### config.mk
export PLATFORM = sky130hd
export DESIGN_NAME = rc_hybrid_switch_packer_core
export DESIGN_NICKNAME = d
export VERILOG_FILES = /design/src/rtl/core/rhsp_pkg.sv /design/src/rtl/core/rhsp_lane.sv /design/src/rtl/core/rhsp_pos.sv /design/src/rtl/core/rhsp_merge.sv /design/src/rtl/core/rc_hybrid_switch_packer_core.sv
export SDC_FILE = /design/constraint.sdc
export NUM_CORES = 2
export LEC_CHECK = 0
export BUFFER_PORTS_ARGS = -buffer_cell sky130_fd_sc_hd__clkbuf_2
export CORE_ASPECT_RATIO = 1.25
export CORE_MARGIN = 3
export CORE_UTILIZATION = 45
export CTS_CLUSTER_SIZE = 16
export DETAILED_ROUTE_END_ITERATION = 10
export PLACE_DENSITY_LB_ADDON = 0.12
export SLEW_MARGIN = 15
export SYNTH_ARGS = -nofsm -noshare
export SYNTH_HDL_FRONTEND = slang
export SYNTH_SLANG_ARGS = --single-unit
export TNS_END_PERCENT = 50
### constraint.sdc
create_clock -name aclk -period 19.28 [get_ports aclk]
set_input_delay 1.928 -clock aclk [delete_from_list [all_inputs] [get_ports aclk]]
set_output_delay 1.928 -clock aclk [all_outputs]
set_load 0.03 [all_outputs]
### src/rtl/core/rhsp_pkg.sv
`timescale 1ns / 1ps

package rhsp_pkg;

    // Channel conversion constants
    localparam int CH_MIN  = 172;
    localparam int CH_MID  = 992;
    localparam int CH_SPAN = 1639;

    // Pulse width window and scaling: s = (x - 1000) * 8 / 5 + 192
    localparam int US_MIN       = 1000;
    localparam int US_MAX       = 2000;
    localparam int SCALE_SHIFT  = 15;
    localparam int SCALE_RECIP5 = (2 ** SCALE_SHIFT) / 5 + 1;
    localparam int SCALE_MUL    = 8 * SCALE_RECIP5;
    localparam int SCALE_OFFSET = 192;

    // Position conversion: floor(off * cnt / (SPAN + 1)) by reciprocal
    localparam int POS_SHIFT = 26;
    localparam int POS_RECIP = (2 ** POS_SHIFT) / (CH_SPAN + 1) + 1;
    localparam int POS_MUL6  = 6 * POS_RECIP;
    localparam int POS_MUL16 = 16 * POS_RECIP;

    // Six-position centre window
    localparam int SIX_Q       = (CH_SPAN / 6) / 4;
    localparam int SIX_LO      = CH_MID - SIX_Q;
    localparam int SIX_HI      = CH_MID + SIX_Q;
    localparam int CENTRE_CODE = 7;

    localparam int NUM_LANES = 8;
    localparam int NUM_SW    = 7;

    // Configuration register indexes
    localparam logic [0:0] REG_DEFAULT_AUX = 1'd0;
    localparam logic [0:0] REG_PACKET_TYPE = 1'd1;

    localparam logic [10:0] DEFAULT_AUX_RESET = 11'd992;

    typedef enum logic [1:0] {
        ST_IDLE,
        ST_SCALE,
        ST_POS,
        ST_SEL
    } state_t;

    // One outgoing word
    typedef struct packed {
        logic [1:0] type_byte;
        logic [7:0] aileron_high;
        logic [7:0] elevator_high;
        logic [7:0] throttle_high;
        logic [7:0] rudder_high;
        logic [7:0] low_bits_byte;
        logic [7:0] switch_byte;
    } result_t;

endpackage

### src/rtl/core/rhsp_lane.sv
`timescale 1ns / 1ps

module rhsp_lane
    import rhsp_pkg::*;
(
    input  logic        aclk,
    input  logic        load_en,
    input  logic [10:0] us_in,
    output logic [10:0] scaled
);

    logic [10:0] clamped;
    logic [9:0]  delta;
    logic [25:0] prod;
    logic [10:0] scaled_reg;
    logic [10:0] scaled_next;

    // Clamp to 1000..2000 us, then scale by 8/5 via reciprocal
    always_comb begin
        if (us_in < 11'(US_MIN)) begin
            clamped = 11'(US_MIN);
        end else if (us_in > 11'(US_MAX)) begin
            clamped = 11'(US_MAX);
        end else begin
            clamped = us_in;
        end
        delta       = 10'(clamped - 11'(US_MIN));
        prod        = 26'(delta) * 26'(SCALE_MUL);
        scaled_next = 11'(prod >> SCALE_SHIFT) + 11'(SCALE_OFFSET);
    end

    always_ff @(posedge aclk) begin
        if (load_en) begin
            scaled_reg <= scaled_next;
        end
    end

    assign scaled = scaled_reg;

endmodule

### src/rtl/core/rhsp_pos.sv
`timescale 1ns / 1ps

module rhsp_pos
    import rhsp_pkg::*;
(
    input  logic        aclk,
    input  logic        load_en,
    input  logic        is_16,
    input  logic [10:0] value,
    output logic [3:0]  position
);

    logic [10:0] offset;
    logic [19:0] mul_k;
    logic [30:0] prod_reg;
    logic [30:0] prod_next;
    logic        below_reg;
    logic        below_next;
    logic        centre_reg;
    logic        centre_next;

    // Window checks and reciprocal multiply
    always_comb begin
        below_next  = value < 11'(CH_MIN);
        centre_next = !is_16 && (value >= 11'(SIX_LO)) && (value <= 11'(SIX_HI));
        offset      = below_next ? 11'd0 : 11'(value - 11'(CH_MIN));
        mul_k       = is_16 ? 20'(POS_MUL16) : 20'(POS_MUL6);
        prod_next   = 31'(offset) * 31'(mul_k);
    end

    always_ff @(posedge aclk) begin
        if (load_en) begin
            prod_reg   <= prod_next;
            below_reg  <= below_next;
            centre_reg <= centre_next;
        end
    end

    // Six-position values never exceed 7 (the centre code), so four bits hold both kinds
    always_comb begin
        if (below_reg) begin
            position = 4'd0;
        end else if (centre_reg) begin
            position = 4'(CENTRE_CODE);
        end else begin
            position = 4'(prod_reg >> POS_SHIFT);
        end
    end

endmodule

### src/rtl/core/rhsp_merge.sv
`timescale 1ns / 1ps

module rhsp_merge
    import rhsp_pkg::*;
(
    input  logic        aclk,
    input  logic        aresetn,
    input  logic        commit,
    output logic        out_free,
    input  logic [10:0] stick [4],
    input  logic        arm,
    input  logic [3:0]  cur [NUM_SW],
    input  logic [1:0]  packet_type,
    output logic        m_valid,
    input  logic        m_ready,
    output result_t     m_word
);

    logic [3:0] sent_reg [NUM_SW];
    logic [2:0] rr_reg;
    logic [2:0] rr_next;
    logic       valid_reg;
    result_t    word_reg;
    result_t    word_next;
    logic [2:0] sel;
    logic [2:0] sel_idx;
    logic [3:0] val;
    logic       found;

    assign out_free = !valid_reg || m_ready;

    // First changed switch, otherwise round robin
    always_comb begin
        found = 1'b0;
        sel   = rr_reg;
        for (int i = 0; i < NUM_SW; i++) begin
            if (!found && (cur[i] != sent_reg[i])) begin
                found = 1'b1;
                sel   = 3'(i + 1);
            end
        end
        sel_idx = 3'(sel - 3'd1);
        val     = cur[sel_idx];
        rr_next = (sel == 3'(NUM_SW)) ? 3'd1 : 3'(sel + 3'd1);
    end

    // Assemble the outgoing word
    always_comb begin
        word_next.type_byte     = packet_type;
        word_next.aileron_high  = stick[0][10:3];
        word_next.elevator_high = stick[1][10:3];
        word_next.throttle_high = stick[2][10:3];
        word_next.rudder_high   = stick[3][10:3];
        word_next.low_bits_byte = {stick[0][2:1], stick[1][2:1],
                                   stick[2][2:1], stick[3][2:1]};
        word_next.switch_byte   = {1'b0, arm, 6'd0} | {2'd0, sel_idx, 3'd0} | {4'd0, val};
    end

    // Switch history and pointer
    always_ff @(posedge aclk) begin
        if (!aresetn) begin
            for (int i = 0; i < NUM_SW; i++) begin
                sent_reg[i] <= 4'd0;
            end
            rr_reg <= 3'd1;
        end else if (commit) begin
            sent_reg[sel_idx] <= val;
            rr_reg            <= rr_next;
        end
    end

    // Output register
    always_ff @(posedge aclk) begin
        if (!aresetn) begin
            valid_reg <= 1'b0;
        end else if (commit) begin
            valid_reg <= 1'b1;
        end else if (m_ready) begin
            valid_reg <= 1'b0;
        end
    end

    always_ff @(posedge aclk) begin
        if (commit) begin
            word_reg <= word_next;
        end
    end

    assign m_valid = valid_reg;
    assign m_word  = word_reg;

endmodule

### src/rtl/core/rc_hybrid_switch_packer_core.sv
`timescale 1ns / 1ps

// RC channel packer with hybrid switch encoding.
// Input channel (s_valid/s_ready): one word of eight pulse widths in us,
// four sticks and four aux channels. Result channel (m_valid/m_ready):
// one packed word per input word: packet type, four stick high bytes,
// a byte of stick low bits and one switch byte.
// Configuration: cfg_wr_en with cfg_wr_index 0 sets the default aux value,
// index 1 the packet type; write only while no word is in flight.
// Path from input acceptance to m_valid: eight scaling
// lanes, position multipliers, switch selection into the output
// register. No new word is taken until the last has left selection;
// the three steps run the lanes and five position units in turn.
// A finished word waits in the output register while the next input is
// taken; if the receiver still stalls at selection time, the block holds
// in selection and s_ready stays low until the register frees.
// Reset (aresetn low, synchronous) clears the switch history, sets the
// round robin pointer to switch 1 and restores the register defaults.

module rc_hybrid_switch_packer_core
    import rhsp_pkg::*;
(
    input  logic        aclk,
    input  logic        aresetn,

    input  logic        cfg_wr_en,
    input  logic [0:0]  cfg_wr_index,
    input  logic [10:0] cfg_wr_data,

    input  logic        s_valid,
    output logic        s_ready,
    input  logic [10:0] s_aileron_us,
    input  logic [10:0] s_elevator_us,
    input  logic [10:0] s_throttle_us,
    input  logic [10:0] s_rudder_us,
    input  logic [10:0] s_aux1_us,
    input  logic [10:0] s_aux2_us,
    input  logic [10:0] s_aux3_us,
    input  logic [10:0] s_aux4_us,

    output logic        m_valid,
    input  logic        m_ready,
    output logic [1:0]  m_type_byte,
    output logic [7:0]  m_aileron_high,
    output logic [7:0]  m_elevator_high,
    output logic [7:0]  m_throttle_high,
    output logic [7:0]  m_rudder_high,
    output logic [7:0]  m_low_bits_byte,
    output logic [7:0]  m_switch_byte
);

    state_t      state_reg;
    state_t      state_next;
    logic [10:0] default_aux_reg;
    logic [1:0]  packet_type_reg;
    logic [10:0] us_in  [NUM_LANES];
    logic [10:0] us_reg [NUM_LANES];
    logic [10:0] scaled [NUM_LANES];
    logic [10:0] stick  [4];
    logic [3:0]  cur    [NUM_SW];
    logic [3:0]  pos_default6;
    logic        arm;
    logic        accept;
    logic        scale_en;
    logic        pos_en;
    logic        commit;
    logic        out_free;
    result_t     m_word;

    // Configuration registers
    always_ff @(posedge aclk) begin
        if (!aresetn) begin
            default_aux_reg <= DEFAULT_AUX_RESET;
            packet_type_reg <= 2'd0;
        end else if (cfg_wr_en) begin
            case (cfg_wr_index)
                REG_DEFAULT_AUX: default_aux_reg <= cfg_wr_data;
                REG_PACKET_TYPE: packet_type_reg <= cfg_wr_data[1:0];
                default:         default_aux_reg <= default_aux_reg;
            endcase
        end
    end

    // Sequencer: next state
    always_comb begin
        state_next = state_reg;
        case (state_reg)
            ST_IDLE:  if (s_valid) state_next = ST_SCALE;
            ST_SCALE: state_next = ST_POS;
            ST_POS:   state_next = ST_SEL;
            ST_SEL:   if (out_free) state_next = ST_IDLE;
            default:  state_next = ST_IDLE;
        endcase
    end

    // Sequencer: outputs
    always_comb begin
        s_ready  = 1'b0;
        scale_en = 1'b0;
        pos_en   = 1'b0;
        commit   = 1'b0;
        case (state_reg)
            ST_IDLE:  s_ready  = 1'b1;
            ST_SCALE: scale_en = 1'b1;
            ST_POS:   pos_en   = 1'b1;
            ST_SEL:   commit   = out_free;
            default:  s_ready  = 1'b0;
        endcase
    end

    always_ff @(posedge aclk) begin
        if (!aresetn) begin
            state_reg <= ST_IDLE;
        end else begin
            state_reg <= state_next;
        end
    end

    assign accept = s_valid && s_ready;

    // Input capture
    assign us_in[0] = s_aileron_us;
    assign us_in[1] = s_elevator_us;
    assign us_in[2] = s_throttle_us;
    assign us_in[3] = s_rudder_us;
    assign us_in[4] = s_aux1_us;
    assign us_in[5] = s_aux2_us;
    assign us_in[6] = s_aux3_us;
    assign us_in[7] = s_aux4_us;

    always_ff @(posedge aclk) begin
        if (accept) begin
            for (int i = 0; i < NUM_LANES; i++) begin
                us_reg[i] <= us_in[i];
            end
        end
    end

    // Scaling lanes
    for (genvar g = 0; g < NUM_LANES; g++) begin : g_lane
        rhsp_lane u_lane (
            .aclk    (aclk),
            .load_en (scale_en),
            .us_in   (us_reg[g]),
            .scaled  (scaled[g])
        );
    end

    // Position units: aux2..aux4 for switches 1..3
    for (genvar g = 0; g < 3; g++) begin : g_pos_aux
        rhsp_pos u_pos (
            .aclk     (aclk),
            .load_en  (pos_en),
            .is_16    (1'b0),
            .value    (scaled[5 + g]),
            .position (cur[g])
        );
    end

    // Default value, six positions for switches 4..6
    rhsp_pos u_pos_def6 (
        .aclk     (aclk),
        .load_en  (pos_en),
        .is_16    (1'b0),
        .value    (default_aux_reg),
        .position (pos_default6)
    );

    // Default value, sixteen positions for switch 7
    rhsp_pos u_pos_def16 (
        .aclk     (aclk),
        .load_en  (pos_en),
        .is_16    (1'b1),
        .value    (default_aux_reg),
        .position (cur[6])
    );

    assign cur[3] = pos_default6;
    assign cur[4] = pos_default6;
    assign cur[5] = pos_default6;

    assign stick[0] = scaled[0];
    assign stick[1] = scaled[1];
    assign stick[2] = scaled[2];
    assign stick[3] = scaled[3];
    assign arm      = scaled[4] > 11'(CH_MID);

    // Switch selection and output register
    rhsp_merge u_merge (
        .aclk        (aclk),
        .aresetn     (aresetn),
        .commit      (commit),
        .out_free    (out_free),
        .stick       (stick),
        .arm         (arm),
        .cur         (cur),
        .packet_type (packet_type_reg),
        .m_valid     (m_valid),
        .m_ready     (m_ready),
        .m_word      (m_word)
    );

    assign m_type_byte     = m_word.type_byte;
    assign m_aileron_high  = m_word.aileron_high;
    assign m_elevator_high = m_word.elevator_high;
    assign m_throttle_high = m_word.throttle_high;
    assign m_rudder_high   = m_word.rudder_high;
    assign m_low_bits_byte = m_word.low_bits_byte;
    assign m_switch_byte   = m_word.switch_byte;

endmodule
==> impl_metrics.ini <==
[critical_path]
cp_data_arrival_time_ps = 8390
start_kind = flip-flop
critPathSlowestCell = sky130_fd_sc_hd__fa_1
critical_path.max_fanout = 6
critical-path-max-stage-delay_ps = 520
timing.critical_path.to_type = flip-flop
timing.setup.critical_path_class = reg -> reg
worst_ep_required_time_ps = 19610

[timing]
timing.final.crit_share_pct = 41.77
achievable-frequency_ghz = 0.1242
hold_violation_count_in_the_final_report = 0
grt_setup_unrepaired = no
report.final.slew_viol_count = 0
finalSetupTns_ps = 0
relSlewSlack_pct = 46.26
setup-violations-final = 0
timing.clock.skew_ps = 48.70
min_period_ps = 8053
max_slew.worst_pin.slew_ps = 805.1

[floorplan]
die_width_um = 281.4
start_util_pct = 45.60
fp.coreArea_sq_um = 93530
placement_rows = 125
die_y_um = 350.2
io_pins = 157
floorplan.die_area_sq_um = 98520

[yosys]
syn_area_per_cell_sq_um = 10.50
ys.flop_type = sky130_fd_sc_hd__edfxtp_1
ys_types = 93
synth-edff-count = 269
synth_sequential_area_ratio_pct = 20.02
ys_ff_latch = 292
syn-instance-count = 4061
postSynth.asyncResetShare_pct = 0
yosys_warnings = 0
cell_area_after_technology_mapping_sq_um = 42650

[clocking]
tritoncts = yes
maximum_buffer_depth_of_the_clock_tree = 3
cts_h_tree_lvls = 2
post-cts-setup-buffer-count = 0
post_cts.resized_instances = 0
insertion_delay_ps = 590
cts.reportedPaths.clkPinSlew_ps = 70
tritoncts.num_buffers = 38
cts_hold_repair.buffers = 0
clockRootBuffer = sky130_fd_sc_hd__clkbuf_16
cts_num_sinks = 292

[outcome]
outcome = complete, no violations

[global_route]
grt_overflow = 0
wire_length_of_the_first_global_routing_pass_um = 145100
initial_antenna_violation_count = 0
grtUsageTotal_pct = 18.08
grt_max_degree = 55
grt_pass1_vias = 29910

[cells_and_area]
final.fill_count = 8840
layout_common_cells = 888 x sky130_fd_sc_hd__ha_1, 886 x sky130_fd_sc_hd__inv_1, 525 x sky130_fd_sc_hd__fa_1, 269 x sky130_fd_sc_hd__edfxtp_1, 210 x sky130_fd_sc_hd__nor2_1
num_antenna_cells = 0
layout.cells.most_common = sky130_fd_sc_hd__ha_1
share_of_post_route_cells_with_drive_strength_above_1_pct = 6.506
fin_nets = 5762
largest_register_ffs = 88
syn2layout_area_growth_pct = 8.420

[placement]
port_buffers = 155
gp_congestion = 0.8530
dpl.hpwl_um = 72980

[job]
timing.max_cap.violations = 0

[drt]
first_pass_iters = 5
drc = 0
antenna_violating_nets_post_route = 0
total_number_of_vias = 27670
avgViaCountPerCell = 5.049
1st_iter_drt_viols = 852
routed_wirelength_um = 84320
wl_per_cell_um = 15.39

[worst_hold_path]
timing.hold.worst.class = reg -> reg
## path summary, 6_finish.rpt
path | start | to | slack, ps | depth (start not counted)
max reg2reg | us_reg[0][14] | g_lane[1].u_lane.scaled[10] | 11230 | 29
max | us_reg[0][14] | g_lane[1].u_lane.scaled[10] | 11230 | 29
min | g_lane[1].u_lane.scaled[3] | u_merge.m_word[32] | 400 | 0
min reg2reg | g_lane[1].u_lane.scaled[3] | u_merge.m_word[32] | 400 | 0
## routing by layer
layer	track usage, %	up-vias	wire (um)	share of wire (%)
li1	-	13980	-	-
met1	21.76	13360	35650	42
met2	34.23	239	44560	53
met3	2.123	83	2164	2.6
met4	4.287	0	1942	2.3
met5	0	-	0	0
## stage by stage
stage | util (%) | worst slack, ps | hold WS (ps) | cells | instance area [sq um]
after global routing | 49.44 | 10420 | 417.0 | 5479 | 46240
final | 49.44 | 11230 | 403.1 | 5479 | 46240
after detailed placement | 48.03 | 11200 | 404.5 | 5409 | 44920
after CTS | 49.44 | 11160 | 406.0 | 5479 | 46240
after global placement | 48.03 | 11250 | 401.1 | 5409 | 44920
after floorplan | - | 11840 | 400.3 | 4066 | 42670
## cell usage after synthesis, drive strengths merged (7+ instances only)
| cell type | number | area [sq um] |
|---|---|---|
| nand2 | 158 | 593.1 |
| nand2b | 28 | 175.2 |
| nor2b | 51 | 319.1 |
| o21ai | 90 | 450.4 |
| and3 | 11 | 68.82 |
| nor2 | 210 | 788.3 |
| dfxtp | 23 | 460.4 |
| or3 | 10 | 62.56 |
| nand3b | 11 | 82.58 |
| a21o | 57 | 427.9 |
| clkbuf | 18 | 67.56 |
| and2 | 36 | 225.2 |
| inv | 889 | 3337 |
| o21a | 30 | 225.2 |
| a21oi | 118 | 590.6 |
| xnor2 | 119 | 1042 |
| a41o | 7 | 70.07 |
| or2 | 24 | 150.1 |
| nor3 | 51 | 255.2 |
| nand4 | 29 | 187.7 |
| o211ai | 12 | 90.09 |
| a211o | 10 | 87.58 |
| o21bai | 15 | 123.9 |
| mux2i | 15 | 150.1 |
| nand3 | 39 | 195.2 |
| a211oi | 31 | 237.7 |
| ha | 889 | 11120 |
| a31oi | 31 | 193.9 |
| nor4b | 7 | 61.31 |
| nor3b | 7 | 52.55 |
| and4 | 12 | 105.1 |
| a21boi | 17 | 127.6 |
| buf | 7 | 35.04 |
| o31ai | 11 | 87.58 |
| fa | 525 | 10510 |
| xor2 | 63 | 559.3 |
| edfxtp | 269 | 8078 |
| a2111oi | 9 | 91.34 |
## critical path: cells and delay by family (launching register included)
kind | cells | cell delay, ps
DFF | 1 | 440
xor gates and xnor gates | 3 | 400
buffers and inverters | 4 | 260
AOI/OAI and AO/OA | 10 | 2690
and+or+nand+nor | 5 | 1180
adders and majority gates | 7 | 2790
## area by class of cell
type                            count  area [sq um]  area share [%]
Timing Repair Buffer              162         828.3           1.791
Tap cell                         1206          1509           3.263
Multi-Input combinational cell   2859         30700           66.39
Inverter                          890          3342           7.228
Clock buffer                       44          1036           2.241
Clock inverter                     26         285.3          0.6170
Sequential cell                   292          8538           18.47
## cells by family (layout without fill, tap and decap cells)
family	count (synthesis)	count (layout)	share of synthesized area (%)
adders and majority gates	1420	1420	50.87
buffers and inverters	915	1122	8.074
and+or+nand+nor	711	711	8.379
AOI/OAI and AO/OA	520	520	8.411
DFF	292	292	20.02
xor gates and xnor gates	182	182	3.755
muxes	20	20	0.4841
other	1	6	0.008793
Power is left out: the tool's default activity adds up to more than one toggle a clock period on the data nets, which glitch-free logic cannot reach.
